`src/rtl/dhr_pkg.sv`:
```
// dhr_pkg: types and constants shared by the decimating history ring modules.
// No dependencies; every other file of the block imports it.
`timescale 1ns / 1ps

package dhr_pkg;

    localparam logic [1:0] OP_TICK       = 2'd0;
    localparam logic [1:0] OP_READ_ALL   = 2'd1;
    localparam logic [1:0] OP_READ_SINCE = 2'd2;
    localparam logic [1:0] OP_CLEAR      = 2'd3;

    localparam int CFG_DATA_W  = 32;
    localparam int CFG_INDEX_W = 1;
    localparam logic [CFG_INDEX_W-1:0] CFG_SAMPLE_INTERVAL = 1'd0;
    localparam logic [CFG_INDEX_W-1:0] CFG_AVERAGE_MODE    = 1'd1;

    localparam logic [31:0] RESET_INTERVAL_US = 32'd1000000;
    localparam logic [15:0] COUNT_MAX         = 16'd65535;

    localparam int ACC_W      = 48;
    localparam int DIV_STEPS  = ACC_W;
    localparam int DIV_STEP_W = $clog2(DIV_STEPS);

    localparam int CMD_QUEUE_DEPTH = 2;
    localparam int CQ_PTR_W        = $clog2(CMD_QUEUE_DEPTH);
    localparam int CQ_CNT_W        = $clog2(CMD_QUEUE_DEPTH + 1);

    typedef struct packed {
        logic [1:0]         opcode;
        logic signed [31:0] sample_value;
        logic [31:0]        now_us;
        logic [31:0]        seen_sequence;
    } in_item_t;

    typedef struct packed {
        logic signed [31:0] read_value;
        logic               has_data;
        logic               is_last;
        logic [31:0]        current_sequence;
        logic [6:0]         stored_count;
    } out_item_t;

    typedef enum logic [1:0] {
        CMD_TICK,
        CMD_READ_ALL,
        CMD_READ_SINCE,
        CMD_CLEAR
    } cmd_kind_t;

    // Command as classified by the front end, with the configuration in force
    // at the time the item was taken.
    typedef struct packed {
        cmd_kind_t          kind;
        logic signed [31:0] sample_value;
        logic [31:0]        now_us;
        logic [31:0]        seen_sequence;
        logic [31:0]        interval_us;
        logic               average_mode;
    } cmd_t;

    typedef struct packed {
        logic                   start;
        logic signed [ACC_W-1:0] dividend;
        logic [15:0]            divisor;
    } div_req_t;

    typedef struct packed {
        logic               done;
        logic signed [31:0] quotient;
    } div_rsp_t;

    typedef enum logic [2:0] {
        BK_IDLE,
        BK_TICK,
        BK_DIV,
        BK_RD_REQ,
        BK_RD_PUSH,
        BK_EMPTY
    } back_state_t;

endpackage

```
`src/rtl/dhr_front.sv`:
```
// dhr_front: input stage; holds the configuration registers, classifies each
// input item and tags it with the current configuration. Uses dhr_pkg.
`timescale 1ns / 1ps

module dhr_front
    import dhr_pkg::*;
(
    input  logic                   aclk,
    input  logic                   aresetn,
    input  logic                   s_valid,
    output logic                   s_ready,
    input  in_item_t               s_payload,
    input  logic                   cfg_we,
    input  logic [CFG_INDEX_W-1:0] cfg_index,
    input  logic [CFG_DATA_W-1:0]  cfg_data,
    output logic                   cmd_valid,
    input  logic                   cmd_ready,
    output cmd_t                   cmd
);

    logic [31:0] interval_reg;
    logic        mode_reg;
    logic        hold_valid_reg;
    cmd_t        cmd_reg;
    cmd_t        cmd_next;
    logic        accept;

    assign s_ready   = !hold_valid_reg || cmd_ready;
    assign accept    = s_valid && s_ready;
    assign cmd_valid = hold_valid_reg;
    assign cmd       = cmd_reg;

    always_ff @(posedge aclk) begin
        if (!aresetn) begin
            interval_reg <= RESET_INTERVAL_US;
            mode_reg     <= 1'b0;
        end else if (cfg_we) begin
            unique case (cfg_index)
                CFG_SAMPLE_INTERVAL: interval_reg <= cfg_data[31:0];
                CFG_AVERAGE_MODE:    mode_reg     <= cfg_data[0];
            endcase
        end
    end

    always_comb begin
        cmd_next.sample_value  = s_payload.sample_value;
        cmd_next.now_us        = s_payload.now_us;
        cmd_next.seen_sequence = s_payload.seen_sequence;
        cmd_next.interval_us   = interval_reg;
        cmd_next.average_mode  = mode_reg;
        unique case (s_payload.opcode)
            OP_TICK:       cmd_next.kind = CMD_TICK;
            OP_READ_ALL:   cmd_next.kind = CMD_READ_ALL;
            OP_READ_SINCE: cmd_next.kind = CMD_READ_SINCE;
            OP_CLEAR:      cmd_next.kind = CMD_CLEAR;
        endcase
    end

    always_ff @(posedge aclk) begin
        if (!aresetn) begin
            hold_valid_reg <= 1'b0;
        end else if (accept) begin
            hold_valid_reg <= 1'b1;
        end else if (cmd_ready) begin
            hold_valid_reg <= 1'b0;
        end
    end

    always_ff @(posedge aclk) begin
        if (accept) begin
            cmd_reg <= cmd_next;
        end
    end

endmodule

```
`src/rtl/dhr_cmd_fifo.sv`:
```
// dhr_cmd_fifo: short command queue between the front end and the back end.
// Uses cmd_t and the queue depth from dhr_pkg.
`timescale 1ns / 1ps

module dhr_cmd_fifo
    import dhr_pkg::*;
(
    input  logic aclk,
    input  logic aresetn,
    input  logic push_valid,
    output logic push_ready,
    input  cmd_t push_data,
    output logic pop_valid,
    input  logic pop_ready,
    output cmd_t pop_data
);

    cmd_t                entry_mem [CMD_QUEUE_DEPTH];
    logic [CQ_PTR_W-1:0] wr_ptr_reg;
    logic [CQ_PTR_W-1:0] rd_ptr_reg;
    logic [CQ_CNT_W-1:0] count_reg;
    logic                do_push;
    logic                do_pop;

    assign push_ready = count_reg != CQ_CNT_W'(CMD_QUEUE_DEPTH);
    assign pop_valid  = count_reg != '0;
    assign pop_data   = entry_mem[rd_ptr_reg];
    assign do_push    = push_valid && push_ready;
    assign do_pop     = pop_valid && pop_ready;

    always_ff @(posedge aclk) begin
        if (!aresetn) begin
            wr_ptr_reg <= '0;
            rd_ptr_reg <= '0;
            count_reg  <= '0;
        end else begin
            if (do_push) begin
                wr_ptr_reg <= (wr_ptr_reg == CQ_PTR_W'(CMD_QUEUE_DEPTH - 1)) ?
                              '0 : wr_ptr_reg + 1'b1;
            end
            if (do_pop) begin
                rd_ptr_reg <= (rd_ptr_reg == CQ_PTR_W'(CMD_QUEUE_DEPTH - 1)) ?
                              '0 : rd_ptr_reg + 1'b1;
            end
            if (do_push && !do_pop) begin
                count_reg <= count_reg + 1'b1;
            end else if (do_pop && !do_push) begin
                count_reg <= count_reg - 1'b1;
            end
        end
    end

    always_ff @(posedge aclk) begin
        if (do_push) begin
            entry_mem[wr_ptr_reg] <= push_data;
        end
    end

endmodule

```
`src/rtl/dhr_divider.sv`:
```
// dhr_divider: restoring divider, one quotient bit per cycle, for the average.
// Signed 48-bit dividend, unsigned 16-bit divisor, truncation toward zero.
// Uses dhr_pkg.
`timescale 1ns / 1ps

module dhr_divider
    import dhr_pkg::*;
(
    input  logic     aclk,
    input  logic     aresetn,
    input  div_req_t req,
    output div_rsp_t rsp
);

    logic                  busy_reg;
    logic                  done_reg;
    logic [DIV_STEP_W-1:0] step_reg;
    logic [15:0]           rem_reg;
    logic [ACC_W-1:0]      quo_reg;
    logic [15:0]           divisor_reg;
    logic                  neg_reg;

    logic [16:0]           rem_shift;
    logic                  fits;
    logic [16:0]           rem_diff;
    logic [ACC_W-1:0]      magnitude;
    logic                  last_step;

    assign magnitude = req.dividend[ACC_W-1] ? ACC_W'(-req.dividend) : ACC_W'(req.dividend);
    assign rem_shift = {rem_reg, quo_reg[ACC_W-1]};
    assign fits      = rem_shift >= {1'b0, divisor_reg};
    assign rem_diff  = rem_shift - {1'b0, divisor_reg};
    assign last_step = step_reg == DIV_STEP_W'(DIV_STEPS - 1);

    always_ff @(posedge aclk) begin
        if (!aresetn) begin
            busy_reg <= 1'b0;
            done_reg <= 1'b0;
            step_reg <= '0;
        end else begin
            done_reg <= busy_reg && !req.start && last_step;
            if (req.start) begin
                busy_reg <= 1'b1;
                step_reg <= '0;
            end else if (busy_reg) begin
                if (last_step) begin
                    busy_reg <= 1'b0;
                end
                step_reg <= step_reg + 1'b1;
            end
        end
    end

    always_ff @(posedge aclk) begin
        if (req.start) begin
            rem_reg     <= '0;
            quo_reg     <= magnitude;
            divisor_reg <= req.divisor;
            neg_reg     <= req.dividend[ACC_W-1];
        end else if (busy_reg) begin
            rem_reg <= fits ? rem_diff[15:0] : rem_shift[15:0];
            quo_reg <= {quo_reg[ACC_W-2:0], fits};
        end
    end

    assign rsp.done     = done_reg;
    assign rsp.quotient = neg_reg ? -$signed(quo_reg[31:0]) : $signed(quo_reg[31:0]);

endmodule

```
`src/rtl/dhr_back.sv`:
```
// dhr_back: executes queued commands: tick decimation and averaging, ring
// storage, read walks and the result register. Uses dhr_pkg and dhr_divider.
`timescale 1ns / 1ps

module dhr_back
    import dhr_pkg::*;
#(
    parameter int DEPTH = 64
) (
    input  logic      aclk,
    input  logic      aresetn,
    input  logic      cmd_valid,
    output logic      cmd_ready,
    input  cmd_t      cmd,
    output logic      m_valid,
    input  logic      m_ready,
    output out_item_t m_payload
);

    localparam int PW = $clog2(DEPTH);
    localparam int CW = $clog2(DEPTH + 1);

    back_state_t        state_reg, state_next;
    logic [PW-1:0]      wp_reg, wp_next;
    logic [CW-1:0]      vc_reg, vc_next;
    logic [31:0]        seq_reg, seq_next;
    logic [31:0]        last_reg, last_next;
    logic signed [ACC_W-1:0] acc_reg, acc_next;
    logic [15:0]        cnt_reg, cnt_next;

    logic signed [31:0] t_value_reg, t_value_next;
    logic [31:0]        t_now_reg, t_now_next;
    logic [31:0]        t_interval_reg, t_interval_next;
    logic               t_mode_reg, t_mode_next;

    logic [PW-1:0]      rd_ptr_reg, rd_ptr_next;
    logic [CW-1:0]      rd_left_reg, rd_left_next;

    logic signed [31:0] ring_mem [DEPTH];
    logic signed [31:0] rd_data_reg;
    logic               mem_we;
    logic signed [31:0] mem_wdata;
    logic               mem_re;

    logic               out_valid_reg;
    out_item_t          out_data_reg;
    logic               out_free;
    logic               out_load;
    out_item_t          out_load_data;

    div_req_t           div_req;
    div_rsp_t           div_rsp;

    logic               accumulate;
    logic signed [ACC_W-1:0] acc_upd;
    logic [15:0]        cnt_upd;
    logic               store_hit;
    logic               commit;
    logic signed [31:0] commit_value;

    logic [31:0]        unseen;
    logic [CW-1:0]      since_n;
    logic [CW:0]        wp_x;
    logic [CW:0]        n_x;
    logic [CW:0]        since_start;
    logic [CW-1:0]      read_n;
    logic [PW-1:0]      read_start;

    dhr_divider u_divider (
        .aclk    (aclk),
        .aresetn (aresetn),
        .req     (div_req),
        .rsp     (div_rsp)
    );

    // Tick arithmetic on the latched tick.
    assign accumulate = t_mode_reg && (cnt_reg < COUNT_MAX);
    assign acc_upd    = accumulate ? acc_reg + ACC_W'(t_value_reg) : acc_reg;
    assign cnt_upd    = accumulate ? cnt_reg + 16'd1 : cnt_reg;
    assign store_hit  = ((t_now_reg - last_reg) >= t_interval_reg) || (seq_reg == '0);

    // Read run length and start for the command at the head of the queue.
    assign unseen      = seq_reg - cmd.seen_sequence;
    assign since_n     = (unseen < 32'(vc_reg)) ? unseen[CW-1:0] : vc_reg;
    assign wp_x        = (CW+1)'(wp_reg);
    assign n_x         = (CW+1)'(since_n);
    assign since_start = (wp_x >= n_x) ? wp_x - n_x : wp_x + (CW+1)'(DEPTH) - n_x;

    always_comb begin
        if (cmd.kind == CMD_READ_SINCE) begin
            read_n     = since_n;
            read_start = since_start[PW-1:0];
        end else begin
            read_n     = vc_reg;
            read_start = (vc_reg == CW'(DEPTH)) ? wp_reg : '0;
        end
    end

    assign out_free = !out_valid_reg || m_ready;

    always_comb begin
        state_next      = state_reg;
        wp_next         = wp_reg;
        vc_next         = vc_reg;
        seq_next        = seq_reg;
        last_next       = last_reg;
        acc_next        = acc_reg;
        cnt_next        = cnt_reg;
        t_value_next    = t_value_reg;
        t_now_next      = t_now_reg;
        t_interval_next = t_interval_reg;
        t_mode_next     = t_mode_reg;
        rd_ptr_next     = rd_ptr_reg;
        rd_left_next    = rd_left_reg;
        cmd_ready       = 1'b0;
        mem_re          = 1'b0;
        mem_we          = 1'b0;
        mem_wdata       = '0;
        out_load        = 1'b0;
        out_load_data   = '0;
        div_req         = '0;
        commit          = 1'b0;
        commit_value    = '0;

        unique case (state_reg)
            BK_IDLE: begin
                if (cmd_valid) begin
                    cmd_ready = 1'b1;
                    unique case (cmd.kind)
                        CMD_TICK: begin
                            t_value_next    = cmd.sample_value;
                            t_now_next      = cmd.now_us;
                            t_interval_next = cmd.interval_us;
                            t_mode_next     = cmd.average_mode;
                            state_next      = BK_TICK;
                        end
                        CMD_READ_ALL, CMD_READ_SINCE: begin
                            rd_ptr_next  = read_start;
                            rd_left_next = read_n;
                            state_next   = (read_n == '0) ? BK_EMPTY : BK_RD_REQ;
                        end
                        CMD_CLEAR: begin
                            wp_next   = '0;
                            vc_next   = '0;
                            seq_next  = '0;
                            last_next = '0;
                            acc_next  = '0;
                            cnt_next  = '0;
                        end
                    endcase
                end
            end
            BK_TICK: begin
                acc_next = acc_upd;
                cnt_next = cnt_upd;
                if (store_hit && t_mode_reg) begin
                    div_req.start    = 1'b1;
                    div_req.dividend = acc_upd;
                    div_req.divisor  = cnt_upd;
                    acc_next         = '0;
                    cnt_next         = '0;
                    state_next       = BK_DIV;
                end else begin
                    commit       = store_hit;
                    commit_value = t_value_reg;
                    state_next   = BK_IDLE;
                end
            end
            BK_DIV: begin
                if (div_rsp.done) begin
                    commit       = 1'b1;
                    commit_value = div_rsp.quotient;
                    state_next   = BK_IDLE;
                end
            end
            BK_RD_REQ: begin
                mem_re     = 1'b1;
                state_next = BK_RD_PUSH;
            end
            BK_RD_PUSH: begin
                if (out_free) begin
                    out_load                       = 1'b1;
                    out_load_data.read_value       = rd_data_reg;
                    out_load_data.has_data         = 1'b1;
                    out_load_data.is_last          = rd_left_reg == CW'(1);
                    out_load_data.current_sequence = seq_reg;
                    out_load_data.stored_count     = 7'(vc_reg);
                    rd_left_next = rd_left_reg - 1'b1;
                    rd_ptr_next  = (rd_ptr_reg == PW'(DEPTH - 1)) ? '0 : rd_ptr_reg + 1'b1;
                    state_next   = (rd_left_reg == CW'(1)) ? BK_IDLE : BK_RD_REQ;
                end
            end
            BK_EMPTY: begin
                if (out_free) begin
                    out_load                       = 1'b1;
                    out_load_data.read_value       = '0;
                    out_load_data.has_data         = 1'b0;
                    out_load_data.is_last          = 1'b1;
                    out_load_data.current_sequence = seq_reg;
                    out_load_data.stored_count     = 7'(vc_reg);
                    state_next                     = BK_IDLE;
                end
            end
            default: begin
                state_next = BK_IDLE;
            end
        endcase

        // Store one entry and advance the ring bookkeeping.
        if (commit) begin
            mem_we    = 1'b1;
            mem_wdata = commit_value;
            wp_next   = (wp_reg == PW'(DEPTH - 1)) ? '0 : wp_reg + 1'b1;
            if (vc_reg != CW'(DEPTH)) begin
                vc_next = vc_reg + 1'b1;
            end
            // first store after reset, clear or wrap resyncs to the tick time
            last_next = (seq_reg == '0) ? t_now_reg : last_reg + t_interval_reg;
            seq_next  = seq_reg + 32'd1;
        end
    end

    always_ff @(posedge aclk) begin
        if (!aresetn) begin
            state_reg <= BK_IDLE;
            wp_reg    <= '0;
            vc_reg    <= '0;
            seq_reg   <= '0;
            last_reg  <= '0;
            acc_reg   <= '0;
            cnt_reg   <= '0;
        end else begin
            state_reg <= state_next;
            wp_reg    <= wp_next;
            vc_reg    <= vc_next;
            seq_reg   <= seq_next;
            last_reg  <= last_next;
            acc_reg   <= acc_next;
            cnt_reg   <= cnt_next;
        end
    end

    always_ff @(posedge aclk) begin
        t_value_reg    <= t_value_next;
        t_now_reg      <= t_now_next;
        t_interval_reg <= t_interval_next;
        t_mode_reg     <= t_mode_next;
        rd_ptr_reg     <= rd_ptr_next;
        rd_left_reg    <= rd_left_next;
    end

    always_ff @(posedge aclk) begin
        if (mem_we) begin
            ring_mem[wp_reg] <= mem_wdata;
        end
        if (mem_re) begin
            rd_data_reg <= ring_mem[rd_ptr_reg];
        end
    end

    always_ff @(posedge aclk) begin
        if (!aresetn) begin
            out_valid_reg <= 1'b0;
        end else if (out_load) begin
            out_valid_reg <= 1'b1;
        end else if (m_ready) begin
            out_valid_reg <= 1'b0;
        end
    end

    always_ff @(posedge aclk) begin
        if (out_load) begin
            out_data_reg <= out_load_data;
        end
    end

    assign m_valid   = out_valid_reg;
    assign m_payload = out_data_reg;

    a_count_bound: assert property (@(posedge aclk) disable iff (!aresetn)
        vc_reg <= CW'(DEPTH))
        else $error("stored count above ring depth");

    a_no_overwrite: assert property (@(posedge aclk) disable iff (!aresetn)
        out_load |-> out_free)
        else $error("result register loaded while a result is waiting");

    a_div_done_state: assert property (@(posedge aclk) disable iff (!aresetn)
        div_rsp.done |-> (state_reg == BK_DIV))
        else $error("divider finished outside the divide state");

    a_last_ends_run: assert property (@(posedge aclk) disable iff (!aresetn)
        (out_load && out_load_data.is_last) |=> (state_reg == BK_IDLE))
        else $error("read run continued after its last result");

    a_write_state: assert property (@(posedge aclk) disable iff (!aresetn)
        mem_we |-> (state_reg == BK_TICK || state_reg == BK_DIV))
        else $error("ring written outside a tick");

endmodule

```
`src/rtl/decimating_history_ring_core.sv`:
```
// Decimating history ring: a ring of DEPTH signed 32-bit entries fed by ticks,
// with full and since-sequence read-out. A tick that stores no entry, or stores
// the latest sample, is latched and then run in the execution unit; a storing
// tick in average mode then waits on the 48-step bit-serial divider. A read of
// n entries passes each entry through the ring read port register and then
// the result register, stalling while a result is not taken; an empty read
// gives one result; a clear is done in the idle state. Items are queued in a
// two-entry command queue behind an input register, so up to three items can
// be taken while a read or an average is in progress. Configuration applies to
// items accepted after the write. Depends on dhr_pkg and the dhr_* modules.
`timescale 1ns / 1ps

module decimating_history_ring_core
    import dhr_pkg::*;
#(
    parameter int DEPTH = 64
) (
    input  logic                   aclk,
    input  logic                   aresetn,
    input  logic                   s_valid,
    output logic                   s_ready,
    input  in_item_t               s_payload,
    output logic                   m_valid,
    input  logic                   m_ready,
    output out_item_t              m_payload,
    input  logic                   cfg_we,
    input  logic [CFG_INDEX_W-1:0] cfg_index,
    input  logic [CFG_DATA_W-1:0]  cfg_data
);

    logic front_valid;
    logic front_ready;
    cmd_t front_cmd;
    logic queue_valid;
    logic queue_ready;
    cmd_t queue_cmd;

    dhr_front u_front (
        .aclk      (aclk),
        .aresetn   (aresetn),
        .s_valid   (s_valid),
        .s_ready   (s_ready),
        .s_payload (s_payload),
        .cfg_we    (cfg_we),
        .cfg_index (cfg_index),
        .cfg_data  (cfg_data),
        .cmd_valid (front_valid),
        .cmd_ready (front_ready),
        .cmd       (front_cmd)
    );

    dhr_cmd_fifo u_queue (
        .aclk       (aclk),
        .aresetn    (aresetn),
        .push_valid (front_valid),
        .push_ready (front_ready),
        .push_data  (front_cmd),
        .pop_valid  (queue_valid),
        .pop_ready  (queue_ready),
        .pop_data   (queue_cmd)
    );

    dhr_back #(
        .DEPTH (DEPTH)
    ) u_back (
        .aclk      (aclk),
        .aresetn   (aresetn),
        .cmd_valid (queue_valid),
        .cmd_ready (queue_ready),
        .cmd       (queue_cmd),
        .m_valid   (m_valid),
        .m_ready   (m_ready),
        .m_payload (m_payload)
    );

endmodule
```
`config.mk`:
```
export PLATFORM = sky130hd
export DESIGN_NAME = decimating_history_ring_core
export DESIGN_NICKNAME = d
export VERILOG_FILES = /design/src/rtl/dhr_pkg.sv /design/src/rtl/dhr_front.sv /design/src/rtl/dhr_cmd_fifo.sv /design/src/rtl/dhr_divider.sv /design/src/rtl/dhr_back.sv /design/src/rtl/decimating_history_ring_core.sv
export SDC_FILE = /design/constraint.sdc
export NUM_CORES = 2
export LEC_CHECK = 0
export BUFFER_PORTS_ARGS = -buffer_cell sky130_fd_sc_hd__buf_2
export CORE_AREA = 2 2 706 708
export CTS_BUF_LIST = sky130_fd_sc_hd__clkbuf_16
export DETAILED_ROUTE_END_ITERATION = 10
export DIE_AREA = 0 0 708 710
export MAX_ROUTING_LAYER = met4
export SETUP_SLACK_MARGIN = 0.15
export SYNTH_ARGS = -nofsm -noshare
export SYNTH_HDL_FRONTEND = slang
export SYNTH_SLANG_ARGS = --single-unit
```
`constraint.sdc`:
```
create_clock -name aclk -period 10.8 [get_ports aclk]
set_clock_uncertainty 0.2 [all_clocks]
set_input_delay 0.54 -clock aclk [delete_from_list [all_inputs] [get_ports aclk]]
set_output_delay 0.54 -clock aclk [all_outputs]
set_load 0.005 [all_outputs]
```
==> results_dict.tcl <==
set metrics [dict create \
    grt_use_total 0.138 \
    worst_r2r_path_depth 23 \
    grt_pass1_wl_um 500000 \
    row_count 259 \
    r2r_end "u_back.ring_mem[53][28]" \
    via_per_inst 4.80 \
    peakVddDrop_uv 305 \
    dieWidth_um 708 \
    grt-ovfl-total 0 \
    post_cts_buffers 0 \
    fin_tns_setup_ps 0 \
    cts_resized 0 \
    cts_hold_buf 161 \
    synthFlopType "edfxtp_1" \
    io-pin-count 211 \
    synth_edf_count 2721 \
    vias 72600 \
    top_layer "met4" \
    path_depth 23 \
    m1WireLength_um 145000 \
    clockBufferDepth 4 \
    regToRegStartpoint "u_back.t_now_reg[1]" \
    max_stage_delay_ps 1170 \
    ys_seq_area_frac 0.695 \
    syn_area_per_cell_um2 15.5 \
    critical-path-top-delay-family "compound AO/OA/AOI/OAI gates" \
    power_density_nw_per_um2 229 \
    dpl.hpwl_um 210000 \
    cp_common_cell "o21ai_0" \
    cp_cell_sequence "ha_1 > nor2b_1 > o21ai_0 > a21boi_0 > o21ai_0 > a2111oi_0 > o41ai_1 > a21oi_1 > o41ai_1 > nand2b_1 > or2_2 > a311o_1 > xnor2_1 > ha_1 > nand4_1 > a21oi_1 > nand2_1 > o21ai_0 > buf_4 > a21o_2 > buf_4 > nand4b_1 > nor2_4" \
    layout_min_cycle_time_ps 8130 \
    drt_iter0_drc 7092 \
    ys_ff_latch 2929 \
    wl_per_cell_um 23.1 \
    cts_buffers 288 \
    wl_um 349000 \
    cp_max_fo 48 \
    core_um2 495000 \
    startpoint "u_back.t_now_reg[1]" \
    die_y_um 710 \
    leakagePower_nw 44.1 \
    layout_common_cells "edfxtp_1, mux2i_1, nand2_1" \
    critPathArrivalTime_ps 8400 \
    tightest_slew_ps 1200 \
    synth.distinct_cells 87 \
    cts_max_level 5 \
    path_buf_inv 2 \
    rsz0062_at_grt "no" \
    cp-end-kind "flip-flop" \
    cts_tree "yes" \
    slew_headroom 0.195 \
    synth_area_um2 124000 \
    status "finished, final reports clean" \
    grt_pass1_vias 70100 \
    fin_nets 8732 \
    path_class "flip-flop to flip-flop" \
    crit_path_top_delay_cell "nor2_4" \
    critPathRequiredTime_ps 11070 \
    slew_viol_final 0 \
    start_util 0.249 \
    synth_warnings 0 \
    hp-class "input port to flip-flop" \
    clock.fmax_mhz 123 \
    largest_register_ffs 2048 \
    syn_inst 7950 \
    r2r_slack_ps 2670 \
    final_common_cell "edfxtp_1" \
    fin_crit_sh 0.753 \
    grt_max_degree 129 \
    syn_nets 8308 \
    hold_viol 0 \
    dr.pass1.iters 6 \
    fp.dieArea_um2 503000 \
    ctsRootBufferMaster "clkbuf_16" \
    synthArstFlopShare 0 \
    cp-endpoint "u_back.ring_mem[53][28]" \
    path_clk_slew_ps 60 \
    wl_met3_um 20600 \
    cp-start-kind "flip-flop" \
    drc 0 \
    insertion_delay_ps 900 \
    drive_above_1_share 0.159 \
    antenna_found_initial 39 \
    drv_cap 0 \
    area_delta_synth_final_pct 17.1 \
    clock_sinks 2929 \
    postRouteAntennaNets 0 \
    place.gp.congestion 0.872 \
    portBuffers 210 \
    power.total_mw 33.2 \
    met2_length_um 171000 \
    setup_violations 0 \
]
==> cell type report <==
| class | count | area [um^2] |
|---|---|---|
| Inverter | 169 | 644 |
| Clock inverter | 213 | 2160 |
| Clock buffer | 294 | 7360 |
| Timing Repair Buffer | 555 | 4120 |
| Tap cell | 6525 | 8160 |
| Sequential cell | 2929 | 85900 |
| Fill cell | 48800 | 351000 |
| Multi-Input combinational cell | 4431 | 36300 |
| Antenna cell | 30 | 75.1 |
==> power by group <==
part | internal (mW) | switching [mW]
Clock | 5.95 | 4.36
Sequential | 13.0 | 0.434
Combinational | 3.26 | 6.19
==> synthesized netlist by cell type, types with 137 or more instances <==
cell type	n	area share
clkbuf_1	314	0.0095
nand2_1	490	0.015
mux2i_1	558	0.045
o21ai_0	212	0.0086
dfxtp_1	208	0.034
ha_1	216	0.022
o221ai_1	240	0.017
xnor2_1	137	0.0097
nor2_1	450	0.014
a21oi_1	445	0.018
edfxtp_1	2721	0.66
mux4_2	308	0.056
inv_1	167	0.0051
==> metrics by stage <==
| stage | instance area, um^2 | setup WS, ps | hold WS, ps | util | std cells |
|---|---|---|---|---|---|
| CTS | 145000 | 2600 | 9.33 | 0.292 | 15100 |
| finish | 145000 | 2670 | 86.6 | 0.292 | 15100 |
| global placement | 133000 | 2680 | 214 | 0.269 | 14400 |
| detailed placement | 133000 | 2630 | 216 | 0.269 | 14400 |
| floorplan | 124000 | 2060 | 208 | - | 7950 |
| global route | 145000 | 1910 | 81.9 | 0.292 | 15100 |
==> kinds of logic after synthesis <==
| family | Yosys count | synth area share |
|---|---|---|
| flops | 2929 | 0.695 |
| compound gates | 1528 | 0.0821 |
| simple gates | 1508 | 0.0568 |
| mux | 966 | 0.110 |
| buf+inv | 590 | 0.0180 |
| fa+ha+maj | 222 | 0.0228 |
| xor+xnor | 207 | 0.0147 |
==> worst min-delay path, stage by stage <==
cell,delay (ps)
buf_2,100
buf_4,270
o211a_1,180
==> worst min-delay path by stage <==
stage	from	to	slack, ps	depth (start not counted)
after floorplan	u_front.mode_reg	u_front.cmd[0]	210	0
after global placement	u_front.interval_reg[24]	u_front.cmd[25]	210	0
after detailed placement	u_front.interval_reg[28]	u_front.cmd[29]	220	0
after CTS	cfg_index	u_front.interval_reg[21]	9	4
after global routing	aresetn	u_back.acc_reg[47]	80	3
final	aresetn	u_back.acc_reg[47]	90	3
==> per-layer routing <==
metal | GRT usage | up-vias
met2 | 0.227 | 2533
li1 | - | 32300
met1 | 0.173 | 37200
met5 | - | -
met4 | 0.0509 | 0
met3 | 0.0185 | 579
(Power assumes the default switching activity.)
